$ cat src/vrd_pkg.sv
// Shared definitions for the VGA register file and palette DAC.
// Port offsets, bank codes, bank depths and the register memory request type.
// No dependencies.
package vrd_pkg;

  localparam int PALETTE_ENTRIES_DEF = 256;

  localparam int DATA_W    = 8;
  localparam int RB_IDX_W  = 5;
  localparam int RB_BANK_W = 2;
  localparam int RB_ADDR_W = RB_BANK_W + RB_IDX_W;
  localparam int PAL_W     = 18;
  localparam int COMP_W    = 6;

  // port offsets from 0x3C0
  localparam logic [4:0] PORT_ATTR      = 5'h00;
  localparam logic [4:0] PORT_ATTR_RD   = 5'h01;
  localparam logic [4:0] PORT_MISC_WR   = 5'h02;
  localparam logic [4:0] PORT_SEQ_IDX   = 5'h04;
  localparam logic [4:0] PORT_SEQ_DATA  = 5'h05;
  localparam logic [4:0] PORT_DAC_RIDX  = 5'h07;
  localparam logic [4:0] PORT_DAC_WIDX  = 5'h08;
  localparam logic [4:0] PORT_DAC_DATA  = 5'h09;
  localparam logic [4:0] PORT_MISC_RD   = 5'h0C;
  localparam logic [4:0] PORT_GFX_IDX   = 5'h0E;
  localparam logic [4:0] PORT_GFX_DATA  = 5'h0F;
  localparam logic [4:0] PORT_CRTC_IDX  = 5'h14;
  localparam logic [4:0] PORT_CRTC_DATA = 5'h15;
  localparam logic [4:0] PORT_STATUS    = 5'h1A;

  localparam logic KIND_WRITE = 1'b0;
  localparam logic KIND_READ  = 1'b1;

  // bank codes form the top bits of the register memory address
  localparam logic [RB_BANK_W-1:0] BANK_ATTR = 2'd0;
  localparam logic [RB_BANK_W-1:0] BANK_SEQ  = 2'd1;
  localparam logic [RB_BANK_W-1:0] BANK_GFX  = 2'd2;
  localparam logic [RB_BANK_W-1:0] BANK_CRTC = 2'd3;

  localparam logic [7:0] SEQ_DEPTH  = 8'd5;
  localparam logic [7:0] CRTC_DEPTH = 8'd25;
  localparam logic [7:0] GFX_DEPTH  = 8'd9;
  localparam logic [4:0] ATTR_DEPTH = 5'd21;

  localparam logic [7:0] CRTC_PROTECT_REG = 8'h11;
  localparam logic [7:0] CRTC_PROT_LIMIT  = 8'd8;
  localparam int         CRTC_PROTECT_BIT = 7;

  localparam logic [1:0] PHASE_RED   = 2'd0;
  localparam logic [1:0] PHASE_GREEN = 2'd1;
  localparam logic [1:0] PHASE_BLUE  = 2'd2;

  typedef struct packed {
    logic                 we;
    logic                 re;
    logic [RB_ADDR_W-1:0] addr;
    logic [DATA_W-1:0]    wdata;
  } rb_req_t;

  // byte reduced modulo the palette depth; depth >= 16 so the quotient fits 4 bits
  function automatic logic [7:0] entry_mod(logic [7:0] v, int entries);
    logic [11:0] r;
    r = {4'd0, v};
    for (int s = 3; s >= 0; s--) begin
      if (r >= 12'(entries << s)) begin
        r = r - 12'(entries << s);
      end
    end
    return r[7:0];
  endfunction

endpackage

$ cat src/vrd_palette.sv
// Palette store of 18-bit RGB entries, one synchronous read or write port.
// Depends on vrd_pkg.
module vrd_palette #(
  parameter int ENTRIES = vrd_pkg::PALETTE_ENTRIES_DEF,
  parameter int AW      = $clog2(ENTRIES)
) (
  input  logic                       clk,
  input  logic                       we,
  input  logic                       re,
  input  logic [AW-1:0]              addr,
  input  logic [vrd_pkg::PAL_W-1:0]  wdata,
  output logic [vrd_pkg::PAL_W-1:0]  rdata
);

  logic [vrd_pkg::PAL_W-1:0] mem [ENTRIES];
  logic [vrd_pkg::PAL_W-1:0] rdata_r;

  always_ff @(posedge clk) begin
    if (we) begin
      mem[addr] <= wdata;
    end
    if (re) begin
      rdata_r <= mem[addr];
    end
  end

  assign rdata = rdata_r;

endmodule

$ cat config.mk
export PLATFORM = sky130hd
export DESIGN_NAME = vrd_palette
export DESIGN_NICKNAME = d
export VERILOG_FILES = /design/src/vrd_pkg.sv /design/src/vrd_palette.sv
export SDC_FILE = /design/constraint.sdc
export NUM_CORES = 2
export LEC_CHECK = 0
export BUFFER_PORTS_ARGS = -buffer_cell sky130_fd_sc_hd__buf_2
export CAP_MARGIN = 20
export CORE_MARGIN = 5
export CORE_UTILIZATION = 40
export DETAILED_ROUTE_END_ITERATION = 8
export HOLD_SLACK_MARGIN = 0.03
export PLACE_DENSITY = 0.57
export SLEW_MARGIN = 20
export SYNTH_ARGS = -nofsm -noshare
export SYNTH_HDL_FRONTEND = slang
export SYNTH_MEMORY_MAX_BITS = 65536
export SYNTH_SLANG_ARGS = --single-unit
$ cat constraint.sdc
create_clock -name clk -period 3.31 [get_ports clk]
set_input_delay 0.4965 -clock clk [delete_from_list [all_inputs] [get_ports clk]]
set_output_delay 0.4965 -clock clk [all_outputs]
set_load 0.01 [all_outputs]
Word level (Yosys, flattened, before mapping)
Memories as Yosys holds them, arrays and structs flattened. A register that Yosys moved wholly into a read port is not among the register bits.
Index checks and enable logic that the tools add are counted.

word-level totals
  bits in registers = 0
  RAM bits = 4608
  input bits = 29
  output and inout bits = 18
  word-level logic and storage cells = 3
  memories kept = 1

memory list
  memory  words  bits a word  read ports  clocked after Yosys merged registers in  wr ports  RTL line           RTL
  mem     256    18           1           1                                        1         vrd_palette.sv:15  logic [vrd_pkg::PAL_W-1:0] mem [ENTRIES];

operators by class
  multiplexer cells = 2

operators by type and width
  operator           count
  1-bit two-way mux  2

Longest topological paths before layout
  depth in word-level cells = 2
  depth in mapped cells = 10
  mapped depth without buffers = 5

Worst setup path after synthesis
Ideal clock, no wire load.

  path kind = input port to flip-flop
  start point = input port addr[0]
  end point = memory mem[145][0] in the netlist's numbering (enable)
  data arrival time = 2.889 ns
  required time = 2.894 ns
  path slack = 0.005 ns
  stages on the path = 7
  cell sequence = buf_2 -> buf_6 -> clkbuf_1 -> buf_2 -> nand2b_1 -> clkbuf_1 -> nor3_1

RTL lines
  element      RTL line           RTL
  from (decl)  vrd_palette.sv:10  input logic [AW-1:0] addr,
  to (decl)    vrd_palette.sv:15

Straight into the memory's write port.

==> summary.txt <==
Synth
  – Xor and xnor area share after synthesis: 0%
  – Mux share of post-synthesis cell area: approximately 15%
  – Adder-cell area share of the yosys netlist: 0%
  – Syn nets: 7,552
  – Synth Area in Simple Gates: 0.814%
  – Synth Register Bits: 4,626
  – Mean Syn Cell Area: about 23 sq um
  – Yosys warnings: 0
  – Distinct cells, synth: 21
  – Post-synthesis cell area: around 170,000 sq um
  – Largest family of logic cells by synthesized area: multiplexers
  – Synth Instances: 7,523
  – Post-synthesis compound-gate area fraction: between 3 and 4%
  – Sequential-to-total area share from yosys stat: just under 80%

STA
  – Unrepaired setup endpoints after global routing: false
  – Fmax: approximately 320 MHz
  – Setup TNS: 0 ns
  – Min Clock Period, post-route: about 3.1 ns
  – Final hold vios: 0
  – Setup ws final: between 0.15 and 0.2 ns
  – Period utilization: between 90 and 100%
  – Hold_ws: around 0.07 ns
  – Worst slew margin: 22.0%
  – Worst-case clock skew: between 0.07 and 0.08 ns
  – Slew @ Worst Pin: ~1.2 ns
  – Final setup violation count: 0
  – Pins over their slew limit: 0

Setup path
  – CP required: approximately 4.1 ns
  – Critical Path AT: ~3.9 ns
  – Worst setup SP type: input port
  – CP max FO: 26
  – RR Startpoint: mem[162][7]$_DFFE_PP_
  – Delay-heaviest family, CP: compound AO/OA/AOI/OAI gates
  – Most numerous cell on the critical path: buf_12
  – Crit path kind: input port to flop
  – Critical path buffer and inverter count: 5
  – Crit path max-delay cell type: o41ai_1
  – Crit-path cells: buf_12 -> buf_12 -> buf_12 -> buf_4 -> mux4_2 -> a22oi_1 -> a21oi_1 -> o41ai_1 -> buf_4 -> nand4_1
  – Slowest stage delay, CP: 1.08 ns
  – CP Capture Type: flop
  – Crit path launch: addr[0]

Flow run
  – MaxCap Viol Count: 0

Route
  – Routed length on met3: between 30,000 and 40,000 microns
  – Met2 wire length: around 230,000 microns
  – 1st-iter DRT viols: about 11k
  – Vias/cell: between 5 and 6
  – Routed length on met1: a little under 200,000 microns
  – DRC viols: 0
  – Max layer used: met5
  – WL final: 486,000 microns
  – Routed vias: between 80k and 90k
  – Iteration count of the initial detailed-routing pass: 5
  – Mean routed wirelength per cell: around 33 microns
  – DRT antenna net count: 0

Run status
  – Outcome: completed

Die
  – Core ar.: around 430,000 sq um
  – Die X: approximately 670 microns
  – Initial Util: about two fifths
  – Standard-cell row count: 242
  – Die Area: between 400,000 and 500,000 sq um
  – I/O pin cnt: between 40 and 50
  – Die height: between 600 and 700 microns

CTS
  – Resize count post-CTS: 0
  – CTS clk-pin slew, worst paths: roughly 0.07 ns
  – CTS Sinks: approximately 4.6k
  – CTS buffer count: between 400 and 500
  – Clock latency on the worst-skew pair: 1.02 ns
  – H-tree levels: 5
  – Root Driver: clkbuf_16
  – CTS max path bufs: 4
  – TritonCTS clock tree: built

Min path
  – Hold_sp: wdata[17]
  – Worst min path class: input port to flop

GRT
  – Global-route wire length before repair: between 600,000 and 700,000 microns
  – Largest net degree at the start of global routing: 119
  – Initial antenna violation count: 35
  – Vias in the first global route: between 80k and 90k
  – Overall routing resource usage: 21.2%
  – Gr ovfl total: 0

Pwr
  – Leakage dissipation: ~65 nW
  – Worst ir drop on vdd: 514 uV
  – Power Density: ~580 nW/um^2

Final layout
  – Final Util: a little under half
  – Most common cell after layout, fill and taps aside: edfxtp_1
  – Commonest cells after routing, fill and taps aside: 4,626 x edfxtp_1, 1,152 x mux4_2, 771 x buf_4
  – Layout Nets: 8,676
  – Finished Cell Area: just over 200,000 sq um
  – Share of layout cells above drive strength 1: between 30% and 40%
  – Synth-to-Final Area Change: 18.9%

Place
  – HPWL Detailed: just under 300,000 microns
  – Post-place instance area: slightly below 200,000 sq um
  – Port-buffer cells: 46
  – Placer Congestion: just over 0.8
  – DP Worst Slack: -0.821 ns
## area by class of cell
type | instances | area [sq um]
flip-flops and latches | 4626 | 139000
diodes | 17 | 42.5
clock inverters | 283 | 2450
multi-input cells | 2428 | 34800
clock buffers | 552 | 11900
well taps | 5734 | 7170
inverters | 1 | 3.75
repair buffers | 1136 | 12500
fillers | 35145 | 227000
## flip-flops by register name (all words and copies together), names as in the netlist
signal and flops:
rdata 18, mem 4608
## worst register-to-register path, cell delays in order, from the launching register on
cell      delay [ns]
edfxtp_1        0.36
mux4_2          0.49
a22oi_1         0.19
buf_4           0.16
a21oi_1         0.18
o41ai_1         1.08
buf_4           0.32
nand4_1         0.09
## where the power goes
group          internal, mW  switching [mW]  leakage, nW
sequential             64.6          0.0880         41.6
clock                  28.1            21.9         6.99
combinational          2.48            3.98         16.1
total                  95.2            26.0         64.7
## stage by stage
step           power (mW)  cells
5_1_grt               125  14767
6_report              121  14777
4_1_cts               122  14760
3_3_place_gp         72.3  13916
2_1_floorplan        68.7   7523
3_5_place_dp         72.4  13917
## cells by family after synthesis
group,Yosys count
AO/OA/AOI/OAI,936
buffers and inverters,469
flip-flops,4626
multiplexers,1152
AND/OR/NAND/NOR,340
## cell usage after synthesis
master	count	area [sq um]
edfxtp_1	4626	139000
nand2b_1	6	37.5
nor2_1	232	871
inv_1	1	3.75
a22oi_1	576	4320
nor3_1	30	150
nor2b_1	7	43.8
nand3_1	13	65.1
or3_1	1	6.26
or2_2	2	12.5
nand4_1	18	113
buf_2	88	440
clkbuf_1	284	1070
buf_4	24	180
buf_1	51	191
and2_1	3	18.8
mux4_2	1152	25900
buf_6	21	236
nand2_1	28	105
a21oi_1	288	1440
o41ai_1	72	631
## final timing paths
check                                        endpoint  slack [ns]  depth (start not counted)
worst min-delay path            mem[14][17]$_DFFE_PP_        0.07                          1
worst min register to register     rdata[2]$_DFFE_PP_        1.15                          6
worst max register to register     rdata[7]$_DFFE_PP_        0.22                          7
worst max-delay path               rdata[7]$_DFFE_PP_        0.19                         10
## timing repair
| item | in CTS | in global routing |
|---|---|---|
| buffers inserted | 0 | 0 |
| hold buffers | 8 | 0 |
| hold endpoints to repair | 205 | 0 |
## routing by layer
layer  vias to the layer above  GRT usage, %
met4                        12          6.54
met2                      3662          33.9
li1                      34883             -
met3                       685          4.00
met1                     47112          29.8
met5                         -             0
(Power assumes the default switching activity.)
