**config.mk**
```make
export PLATFORM = sky130hd
export DESIGN_NAME = vrd_regbank
export DESIGN_NICKNAME = d
export VERILOG_FILES = /design/src/vrd_pkg.sv /design/src/vrd_regbank.sv
export SDC_FILE = /design/constraint.sdc
export NUM_CORES = 1
export LEC_CHECK = 0
export BUFFER_PORTS_ARGS = -buffer_cell sky130_fd_sc_hd__buf_2
export CAP_MARGIN = 20
export CORE_MARGIN = 2
export CORE_UTILIZATION = 30
export CTS_CLUSTER_DIAMETER = 150
export DETAILED_ROUTE_END_ITERATION = 12
export PLACE_DENSITY = 0.51
export SYNTH_ARGS = -nofsm -noshare
export SYNTH_HDL_FRONTEND = slang
export SYNTH_SLANG_ARGS = --single-unit
```
**constraint.sdc**
```tcl
create_clock -name clk -period 3 [get_ports clk]
set_input_delay 0.15 -clock clk [delete_from_list [all_inputs] [get_ports clk]]
set_output_delay 0.15 -clock clk [all_outputs]
set_load 0.03 [all_outputs]
```
**src/vrd_pkg.sv**
```systemverilog
// Shared definitions for the VGA register file and palette DAC.
// Port offsets, bank codes, bank depths and the register memory request type.
// No dependencies.
package vrd_pkg;

  localparam int PALETTE_ENTRIES_DEF = 256;

  localparam int DATA_W    = 8;
  localparam int RB_IDX_W  = 5;
  localparam int RB_BANK_W = 2;
  localparam int RB_ADDR_W = RB_BANK_W + RB_IDX_W;
  localparam int PAL_W     = 18;
  localparam int COMP_W    = 6;

  // port offsets from 0x3C0
  localparam logic [4:0] PORT_ATTR      = 5'h00;
  localparam logic [4:0] PORT_ATTR_RD   = 5'h01;
  localparam logic [4:0] PORT_MISC_WR   = 5'h02;
  localparam logic [4:0] PORT_SEQ_IDX   = 5'h04;
  localparam logic [4:0] PORT_SEQ_DATA  = 5'h05;
  localparam logic [4:0] PORT_DAC_RIDX  = 5'h07;
  localparam logic [4:0] PORT_DAC_WIDX  = 5'h08;
  localparam logic [4:0] PORT_DAC_DATA  = 5'h09;
  localparam logic [4:0] PORT_MISC_RD   = 5'h0C;
  localparam logic [4:0] PORT_GFX_IDX   = 5'h0E;
  localparam logic [4:0] PORT_GFX_DATA  = 5'h0F;
  localparam logic [4:0] PORT_CRTC_IDX  = 5'h14;
  localparam logic [4:0] PORT_CRTC_DATA = 5'h15;
  localparam logic [4:0] PORT_STATUS    = 5'h1A;

  localparam logic KIND_WRITE = 1'b0;
  localparam logic KIND_READ  = 1'b1;

  // bank codes form the top bits of the register memory address
  localparam logic [RB_BANK_W-1:0] BANK_ATTR = 2'd0;
  localparam logic [RB_BANK_W-1:0] BANK_SEQ  = 2'd1;
  localparam logic [RB_BANK_W-1:0] BANK_GFX  = 2'd2;
  localparam logic [RB_BANK_W-1:0] BANK_CRTC = 2'd3;

  localparam logic [7:0] SEQ_DEPTH  = 8'd5;
  localparam logic [7:0] CRTC_DEPTH = 8'd25;
  localparam logic [7:0] GFX_DEPTH  = 8'd9;
  localparam logic [4:0] ATTR_DEPTH = 5'd21;

  localparam logic [7:0] CRTC_PROTECT_REG = 8'h11;
  localparam logic [7:0] CRTC_PROT_LIMIT  = 8'd8;
  localparam int         CRTC_PROTECT_BIT = 7;

  localparam logic [1:0] PHASE_RED   = 2'd0;
  localparam logic [1:0] PHASE_GREEN = 2'd1;
  localparam logic [1:0] PHASE_BLUE  = 2'd2;

  typedef struct packed {
    logic                 we;
    logic                 re;
    logic [RB_ADDR_W-1:0] addr;
    logic [DATA_W-1:0]    wdata;
  } rb_req_t;

  // byte reduced modulo the palette depth; depth >= 16 so the quotient fits 4 bits
  function automatic logic [7:0] entry_mod(logic [7:0] v, int entries);
    logic [11:0] r;
    r = {4'd0, v};
    for (int s = 3; s >= 0; s--) begin
      if (r >= 12'(entries << s)) begin
        r = r - 12'(entries << s);
      end
    end
    return r[7:0];
  endfunction

endpackage

```
**src/vrd_regbank.sv**
```systemverilog
// Register memory for the sequencer, CRTC, graphics and attribute banks.
// Synchronous single-port store with per-entry valid bits so reset reads as zero.
// Depends on vrd_pkg.
module vrd_regbank (
  input  logic                        clk,
  input  logic                        rst_n,
  input  vrd_pkg::rb_req_t            req,
  output logic [vrd_pkg::DATA_W-1:0]  rdata
);

  localparam int DEPTH = 1 << vrd_pkg::RB_ADDR_W;

  logic [vrd_pkg::DATA_W-1:0] mem [DEPTH];
  logic [DEPTH-1:0]           valid_r;
  logic [vrd_pkg::DATA_W-1:0] rdata_r;
  logic                       rvalid_r;

  always_ff @(posedge clk) begin
    if (req.we) begin
      mem[req.addr] <= req.wdata;
    end
    if (req.re) begin
      rdata_r  <= mem[req.addr];
      rvalid_r <= valid_r[req.addr];
    end
  end

  always_ff @(posedge clk) begin
    if (!rst_n) begin
      valid_r <= '0;
    end else if (req.we) begin
      valid_r[req.addr] <= 1'b1;
    end
  end

  // never-written entries hold their reset value of zero
  assign rdata = rvalid_r ? rdata_r : '0;

endmodule

```
* Yosys cells after proc, flatten, opt, wreduce, memory -nomap -nowiden
Memories as Yosys holds them, arrays and structs flattened. A register that Yosys moved wholly into a read port is not among the register bits.
Cells that the tools add are included.
** Cells by class
- Order comparisons :: 2
- Bitwise logic cells :: 1
- Reduce and logical (&&, ||, !) cells :: 1
- Muxes and demuxes :: 7
** Operator list (number)
- $or A128 B128 Y128 :: 1
- $lt A7 B8 Y1 const B :: 1
- $mux W8 :: 1
- $bmux W1 S7 :: 1
- $demux W1 S7 :: 1
- $ge A7 B1 Y1 const B :: 1
- $mux W1 :: 4
- $logic_and A1 B1 Y1 :: 1
** Word-level totals
- Bits of input ports :: 19
- Memory bits (writable) :: 1024
- Output and inout port bits :: 8
- Logic and storage cells :: 14
- Memories :: 1
- Register bits after elaboration :: 129
** Memory list
- mem :: depth 128, width 8, rd ports 1, clocked after Yosys merged registers in 1, wr ports 1, line vrd_regbank.sv:13 : logic [vrd_pkg::DATA_W-1:0] mem [DEPTH];

* Logic depth before layout (Yosys ltp)
Gate-level depths: netlist (run 1).
- Depth after elaboration :: 5
- Mapped depth :: 11
- Gate-level depth less buffers :: 6

* Least setup slack after synthesis (run 1)
Ideal clock, no wire load.
- Kind :: input to register
- Start point :: input port req[10] in the netlist's numbering
- End point :: memory mem[76][0] in the netlist's numbering (enable)
- Required time :: 2.602 ns
- Path buffers :: 5
- Library setup time :: 0.398 ns
- Stages on the path :: 7
- Path slack :: 0.560 ns
- Data arrival time :: 2.042 ns
- Cell sequence :: buf_6 > buf_12 > clkinv_2 > clkbuf_1 > buf_2 > buf_2 > nor4_1
** RTL lines
- start: declaration :: line vrd_regbank.sv:7 : input vrd_pkg::rb_req_t req,
- end: declaration :: line vrd_regbank.sv:13
Straight into the memory's write port.

==> flow_results.org, run 1 <==
** Status
- Outcome :: complete, no violations

** Critical path
- The worst setup path is launched from an input pin.
- The worst setup path is captured at a flip-flop.
- Crit Path Category :: input pin to flip-flop
- Crit path arrival time :: 3.44 ns
- Required time reported for the critical path endpoint :: 3.61 ns
- Of all nets on the critical path, the largest fanout is 27.

** STA
- Measured slew at the worst slew-check pin :: 1.062 ns
- Setup violations remaining at the end of the flow were counted as 0.
- Share of the cycle needed by the critical path after routing :: 94.20%
- Number of hold violations in the final report :: 0
- Fmax :: 353.9 MHz
- Slew margin rel. :: 29.17%
- Setup repair after global routing missed its margin :: false
- Worst Clk Skew :: 0.03635 ns
- The max-slew violation count was 0.
- Min Clock Period, post-route :: 2.826 ns
- Across all setup checks in the final design, the least slack found is 0.1741 ns.

** Detailed routing
- Detailed Route WL :: 143000 um
- After the first detailed-routing iteration, the DRC count stood at 3238.
- Antenna-violating nets left :: 0
- Wirelength per Cell :: 28.68 um
- Vias :: 27180
- For this run, design rule violations remaining after detail routing come to 0.
- In the routed layout, each cell is associated on average with a via count of 5.452.
- Total iterations of the first detailed-routing run :: 5

** Synthesis
- Number of instances in the synthesized netlist :: 2690
- Cells taking the most area after synthesis :: sky130_fd_sc_hd__edfxtp_1 70%, sky130_fd_sc_hd__dfxtp_1 5.7%, sky130_fd_sc_hd__a221oi_1 4.4%, sky130_fd_sc_hd__mux2i_1 3.7%, sky130_fd_sc_hd__o21a_1 2.2%
- Counting distinct cell types in the post-synthesis netlist gives 73.
- The synthesized design devotes to its leading area cell type 69.51% of total area.
- Post-synthesis sequential area ratio :: 75.25%
- Avg Inst Size Synth :: 16.59 um^2
- Synth warnings :: 0
- In the synthesized netlist the dominant register cell turns out to be sky130_fd_sc_hd__edfxtp_1.
- The number of nets in the synthesized netlist is 2709.
- Area of the mapped netlist :: 44630 um^2
- Cell type with the highest aggregate area in the netlist :: sky130_fd_sc_hd__edfxtp_1
- Share of flip-flops with an asynchronous set or reset :: 0%
- In this run, synthesis inferred 1033 flip-flops with an integrated enable.
- Number of flip-flops and latches in the synthesized netlist :: 1161

** CTS
- Cell chosen for the clock root :: sky130_fd_sc_hd__clkbuf_16
- Buffers inserted during clock tree synthesis total 120.
- In this run, post-CTS repair resized a total of 0 instances.
- CTS tree :: done
- Number of sinks handled by clock tree synthesis :: 1161
- In this run the number of H-tree levels came out at 3.
- Clock-pin slew was measured on the worst setup and hold paths at 0.07 ns.
- Maximum buffer depth of the clock tree :: 3
- Clock network latency to the later pin of the worst-skew pair :: 0.74 ns

** GRT
- Entering global routing, the biggest net connects 87 pins.
- Global routing used 18.45% of the available tracks.
- For this run the aggregate overflow at the end of global routing stands at 0.
- Via count of the first global-routing pass :: 26450
- Global-route wire length before repair :: 202400 um
- Antenna violations before repair :: 3

** Place
- Port buffer count :: 26
- Prior to clock tree synthesis, the placed netlist has a worst setup slack of -0.5471 ns.
- Gp weighted congestion :: 0.8267
- Post-DP HPWL :: 90480 um

** Floorplanning
- For this configuration, the core starts out at a cell density of 30.22%.
- Placeable core region :: 147700 um^2
- The die covers 151900 um^2.
- # IOs :: 27
- Die Span Y :: 389.7 um
- The initialized floorplan defines 141 standard-cell rows.
- The floorplan step set the die width to 389.7 um.

** Pwr
- Worst ir drop on vdd :: 0.4391 mV
- Leakage power :: 17.27 nW
- For this design the ratio of total power to cell area is 650.9 nW/um^2.
- Power Total :: 0.03448 W

** Finish
- In the final layout, the share of cells above drive strength 1 is 18.59%.
- # diodes :: 0
- Post-synthesis to final-layout area growth :: 18.70%
- Final layout net count :: 2970

** Flow run
- Number of max-capacitance violations reported :: 0

** Worst hold path
- The min-delay analysis places its worst path in the category input pin to flip-flop.
[metal layers]
layer  GRT usage (%)  wire [um]  part of all wire, %  up-vias
li1                -          -                    -    11630
met1           25.99      63030                   44    14290
met2           29.83      67600                   47     1069
met3           2.644       9259                  6.5      188
met4           4.799       3109                  2.2        0
met5               0          0                    0        -
[per-stage QoR]
stage,area [um^2],hold WS (ns),utilization (%),cells,TNS (ns)
floorplan,44630,0.2489,-,2690,0
global placement,49030,0.4431,33.21,4750,-0.8824
detailed placement,49040,0.4520,33.21,4751,-0.8472
CTS,52980,0.06647,35.88,4985,0
global route,52980,0.09245,35.88,4985,0
finish,52980,0.1049,35.88,4985,0
[layout by cell type, fill, tap and decap left out, types with 9 or more instances in the layout]
cell and count:
sky130_fd_sc_hd__a2111oi_0 14, sky130_fd_sc_hd__a21oi_1 27, sky130_fd_sc_hd__a221oi_1 222, sky130_fd_sc_hd__a22o_1 21, sky130_fd_sc_hd__a22oi_1 114, sky130_fd_sc_hd__and2_1 11, sky130_fd_sc_hd__buf_12 49, sky130_fd_sc_hd__buf_2 14
sky130_fd_sc_hd__buf_4 272, sky130_fd_sc_hd__clkbuf_1 33, sky130_fd_sc_hd__clkbuf_16 121, sky130_fd_sc_hd__clkbuf_8 10, sky130_fd_sc_hd__clkinv_1 22, sky130_fd_sc_hd__clkinv_2 24, sky130_fd_sc_hd__dfxtp_1 128, sky130_fd_sc_hd__edfxtp_1 1033
sky130_fd_sc_hd__mux2_2 9, sky130_fd_sc_hd__mux2i_1 167, sky130_fd_sc_hd__mux4_2 19, sky130_fd_sc_hd__nand2_1 58, sky130_fd_sc_hd__nand3_1 15, sky130_fd_sc_hd__nand4_1 12, sky130_fd_sc_hd__nor2_1 170, sky130_fd_sc_hd__nor3_1 9
sky130_fd_sc_hd__o211ai_1 11, sky130_fd_sc_hd__o21a_1 129, sky130_fd_sc_hd__o21ai_0 33, sky130_fd_sc_hd__o221ai_1 28, sky130_fd_sc_hd__o22a_1 22, sky130_fd_sc_hd__o22ai_1 116
[critical path, cell delays in order]
cell                       delay (ns)
sky130_fd_sc_hd__clkbuf_8        0.31
sky130_fd_sc_hd__and2_4          0.52
sky130_fd_sc_hd__buf_12          0.27
sky130_fd_sc_hd__buf_4           0.22
sky130_fd_sc_hd__a221oi_1        0.10
sky130_fd_sc_hd__o22ai_1         0.32
sky130_fd_sc_hd__o21ai_0         0.28
sky130_fd_sc_hd__buf_4           0.21
sky130_fd_sc_hd__nor3_1          0.61
sky130_fd_sc_hd__mux4_2          0.39
[synth_stat cells, types with 3 or more instances]
library cell / count
sky130_fd_sc_hd__mux2_2: 9
sky130_fd_sc_hd__nor2_1: 170
sky130_fd_sc_hd__o2bb2ai_1: 8
sky130_fd_sc_hd__o211ai_1: 11
sky130_fd_sc_hd__nand2_1: 58
sky130_fd_sc_hd__dfxtp_1: 128
sky130_fd_sc_hd__a21oi_1: 27
sky130_fd_sc_hd__clkbuf_1: 61
sky130_fd_sc_hd__edfxtp_1: 1033
sky130_fd_sc_hd__a22oi_1: 114
sky130_fd_sc_hd__or3b_2: 6
sky130_fd_sc_hd__buf_4: 27
sky130_fd_sc_hd__nand4_1: 12
sky130_fd_sc_hd__a311oi_1: 4
sky130_fd_sc_hd__buf_6: 23
sky130_fd_sc_hd__o22a_1: 22
sky130_fd_sc_hd__mux2i_1: 167
sky130_fd_sc_hd__inv_1: 4
sky130_fd_sc_hd__o2111ai_1: 4
sky130_fd_sc_hd__o21a_1: 129
sky130_fd_sc_hd__nor4_1: 3
sky130_fd_sc_hd__nor3b_1: 3
sky130_fd_sc_hd__buf_2: 92
sky130_fd_sc_hd__o221a_2: 3
sky130_fd_sc_hd__a22o_1: 21
sky130_fd_sc_hd__and2_1: 13
sky130_fd_sc_hd__nor3_1: 9
sky130_fd_sc_hd__o31a_1: 4
sky130_fd_sc_hd__o221ai_1: 28
sky130_fd_sc_hd__nand2b_1: 5
sky130_fd_sc_hd__and3_1: 3
sky130_fd_sc_hd__or3b_1: 3
sky130_fd_sc_hd__a211oi_1: 5
sky130_fd_sc_hd__or4b_1: 4
sky130_fd_sc_hd__mux4_2: 19
sky130_fd_sc_hd__o22ai_1: 116
sky130_fd_sc_hd__a2111oi_0: 14
sky130_fd_sc_hd__a221oi_1: 222
sky130_fd_sc_hd__nor2b_1: 11
sky130_fd_sc_hd__o21ai_0: 33
sky130_fd_sc_hd__nand3_1: 15
[state kept, by name (all words and copies together) (netlist names)]
signal / cells
valid_r: 128
rdata_r: 8
mem: 1024
rvalid_r: 1
[what timing repair did]
action                    4_1_cts  5_1_grt
buffers inserted                0        0
hold buffers                    8        0
hold endpoints to repair      173        0
[area by class of cell]
type	count	area (um^2)
Multi-Input combinational cell	1315	9883
Timing Repair Buffer	346	3206
Fill cell	13830	94690
Tap cell	1930	2415
Clock inverter	63	584.3
Clock buffer	163	3276
Inverter	7	30.03
Sequential cell	1161	33580
[worst paths after layout]
path / start / endpoint / slack [ns] / cells after the start
worst max-delay path: req[9] / rdata_r[2] / 0.17 / 10
worst min-delay path: req[7] / mem[9][7] / 0.10 / 1
worst max register to register: mem[45][4] / rdata_r[4] / 0.34 / 6
worst min register to register: valid_r[68] / valid_r[68] / 0.46 / 1
[kinds of logic (layout without fill, tap and decap cells)]
| kind of cell | after synthesis | after routing | synth area share, % |
|---|---|---|---|
| multiplexers | 195 | 195 | 4.931 |
| buffers and inverters | 214 | 579 | 2.736 |
| flip-flops | 1161 | 1161 | 75.25 |
| AO/OA/AOI/OAI | 787 | 787 | 13.59 |
| AND/OR/NAND/NOR | 333 | 333 | 3.499 |
[power breakdown]
part | internal (W) | switching, W
Clock | 0.00826 | 0.00635
Sequential | 0.0177 | 0.0000349
Combinational | 0.000661 | 0.00152
Total | 0.0266 | 0.00790
No activity file was read; power rests on OpenSTA's default activity.
==> run 2, diff against run 1 <==
CORE_UTILIZATION = 35   (was 30)
PLACE_DENSITY = 0.56   (was 0.51)
==> flow_results.org, run 2 (synthesized netlist as in run 1, its figures left out) <==
** Finish
- Largest registers :: mem (1024), valid_r (128), rdata_r (8)
- The post-layout net count was 2973 (+0.10%).
- Register name with the most flops :: mem
- The post-route cell area is 52510 um^2 (-0.89%).
- The layout cell share with drive strength beyond 1 came to 19.03% (+0.44 points).
- Commonest cells after routing, fill and taps aside :: 1033 x sky130_fd_sc_hd__edfxtp_1, 294 x sky130_fd_sc_hd__buf_4, 222 x sky130_fd_sc_hd__a221oi_1
- Most frequent standard cell in the layout excluding fill and tap cells :: sky130_fd_sc_hd__edfxtp_1
- Post-synthesis to final-layout area growth :: 17.65%
- The flip-flop count of the largest register, all copies and words added was 1024 (unchanged).

** GRT
- Antenna violations before repair :: 5 (+2)
- Via count of the first global-routing pass :: 27050 (+2.3%)
- Overflow left after global routing :: 0 (unchanged)
- The pin count of the biggest net entering global routing was 129 (+48%).
- The wire length of the first global-routing pass was 200300 um (-1.0%).
- The total global routing track utilization came to 21.26% (+2.8 points).

** STA
- Setup repair after global routing missed its margin :: false
- The post-route setup TNS is 0 ns (unchanged).
- Smallest setup slack after layout :: 0.4308 ns (+0.2567 ns)
- Final setup violation count :: 0 (unchanged)
- The pin slew with the least headroom to its limit is 1.103 ns (+0.04038 ns).
- The clock period minus worst slack was 2.569 ns (-0.2567 ns).
- The final count of hold timing violations was 0 (unchanged).
- The max-slew violation count is 0 (unchanged).
- The setup clock skew after layout came to 0.04467 ns (+0.008313 ns).
- Fmax :: 389.2 MHz (+10%)
- Share of the cycle needed by the critical path after routing :: 85.64% (-8.6 points)
- Slew margin rel. :: 25.54% (-3.6 points)

** CTS
- Count of H-tree levels built during CTS :: 3 (unchanged)
- TritonCTS built the clock tree.
- Number of sinks handled by clock tree synthesis :: 1161 (unchanged)
- Clock Pin Slew Worst Setup and Hold Paths :: 0.06 ns (about the same)
- The CTS buffer count was 113 (-5.8%).
- The count of instances resized after the clock tree is built came to 0 (unchanged).
- Clock network latency to the later pin of the worst-skew pair :: 0.73 ns (about the same)
- Cell chosen for the clock root :: sky130_fd_sc_hd__clkbuf_16
- The maximum count of clock buffers along a single path came to 3 (unchanged).

** Detailed routing
- The antenna violation net count after detailed routing came to 0 (unchanged).
- DR vias/cell :: 5.855 (+7.4%)
- DRC violations left :: 0 (unchanged)
- Detailed Route WL :: 140700 um (-1.6%)
- The total via count in the routed design came to 27630 (+1.7%).
- The wire length per cell came to 29.82 um (+4.0%).
- The detailed-router iteration count before antenna repair came to 5 (unchanged).
- Number of DRC markers after the initial detailed-route iteration :: 3761 (+16%)

** Flow run
- The number of max-cap violations was 0 (unchanged).

** Place
- Worst Setup Slack post-DPL :: -0.05848 ns (+0.4886 ns)
- The weighted congestion at the end of routability-driven global placement came to 0.8737 (+5.7%).
- Port buffer count :: 26 (unchanged)
- The placed wire-length estimate was 89820 um (-0.73%).
- Cell area after placement :: 48690 um^2 (-0.71%)

** Floorplanning
- The I/O pin count came to 27 (unchanged).
- Effective utilization at floorplan :: 35.13% (+4.9 points)
- The core region area came to 127000 um^2 (-14%).
- The height of the die is 361.1 um (-7.3%).
- The x dimension of the die came to 361.1 um (-7.3%).
- Floorplan die area :: 130400 um^2 (-14%)
- Row count :: 131 (-7.1%)

** Pwr
- Power density of the placed cells :: 651.1 nW/um^2 (about the same)
- Leakage power :: 17.25 nW (-0.14%)
- The peak ir drop on the vdd network came to 0.4875 mV (+11%).

** Critical path
- The data arrival time of the critical path came to 3.04 ns (-0.40 ns).
- The required time reported for the critical path endpoint came to 3.47 ns (-0.14 ns).
- Crit Path Category :: flip-flop to flip-flop
- The maximum fanout along the worst path came to 1 (-96%).
- The worst setup path is captured at a flip-flop.
- Type of origin of the critical path :: flip-flop

** Worst hold path
- The worst hold path belongs to the class input pin to flip-flop.

** Status
- Outcome :: complete, no violations
run 2: cell count changes in the layout (fill, tap and decap cells not counted), moves of 2 or more:
cell | previous run | this run
sky130_fd_sc_hd__clkbuf_1 | 33 | 25
sky130_fd_sc_hd__buf_4 | 272 | 294
sky130_fd_sc_hd__diode_2 | 0 | 4
sky130_fd_sc_hd__dlygate4sd3_1 | 8 | 5
sky130_fd_sc_hd__clkbuf_8 | 10 | 12
sky130_fd_sc_hd__clkinv_1 | 22 | 18
sky130_fd_sc_hd__buf_12 | 49 | 40
sky130_fd_sc_hd__inv_6 | 0 | 3
sky130_fd_sc_hd__clkbuf_16 | 121 | 113
sky130_fd_sc_hd__bufinv_16 | 7 | 11
run 2: per-stage QoR:
step	power [W]	instances	utilization, %	hold WS (ns)
6_report	0.03419	4719	41.33	0.01764
3_3_place_gp	0.02013	4495	38.32	0.4458
5_1_grt	0.03501	4715	41.33	0.04300
4_1_cts	0.03431	4715	41.33	0.002423
3_5_place_dp	0.02016	4496	38.33	0.4521
2_1_floorplan	0.01900	2690	-	0.2489
run 2: per-layer routing:
layer / GRT usage, % / routed length (um) / vias to the layer above
li1: - / - / 11630
met1: 29.19 / 57170 / 14210
met2: 33.56 / 64970 / 1492
met3: 4.312 / 13480 / 282
met4: 7.425 / 5064 / 8
met5: 0 / 51 / -
run 2: final timing paths:
check	cells past startpoint	startpoint	slack [ns]	end
worst max-delay path	7	mem[14][6]	0.43	rdata_r[6]
worst min-delay path	1	req[3]	0.02	mem[28][3]
worst max register to register	7	mem[14][6]	0.43	rdata_r[6]
worst min register to register	1	valid_r[1]	0.46	valid_r[1]
run 2: timing repair:
action                    in CTS  in global routing
hold buffers                   5                  0
hold endpoints to repair      67                  0
setup buffers                  0                  0
run 2: area by class of cell:
type                       count  area, um^2
sequential                  1161       33580
clock buffer                 149        3073
tap                         1662        2079
fill                       11270       74520
inverter                       7       28.78
timing repair buffer         356        3167
multi-input combinational   1315        9882
antenna                        4       10.01
clock inverter                65       684.4
run 2: critical path: stages (launching register included):
cell                       delay, ns
sky130_fd_sc_hd__edfxtp_1       0.38
sky130_fd_sc_hd__mux4_2         0.47
sky130_fd_sc_hd__mux2i_1        0.36
sky130_fd_sc_hd__o22ai_1        0.13
sky130_fd_sc_hd__a211oi_1       0.31
sky130_fd_sc_hd__buf_4          0.17
sky130_fd_sc_hd__o311ai_1       0.18
sky130_fd_sc_hd__a221o_1        0.30
run 2: report_power, final:
part	switching [W]	total, W	internal (W)
Combinational	0.00151	0.00216	0.000655
Sequential	0.0000295	0.0177	0.0177
Clock	0.00615	0.0143	0.00818
Total	0.00769	0.0342	0.0265
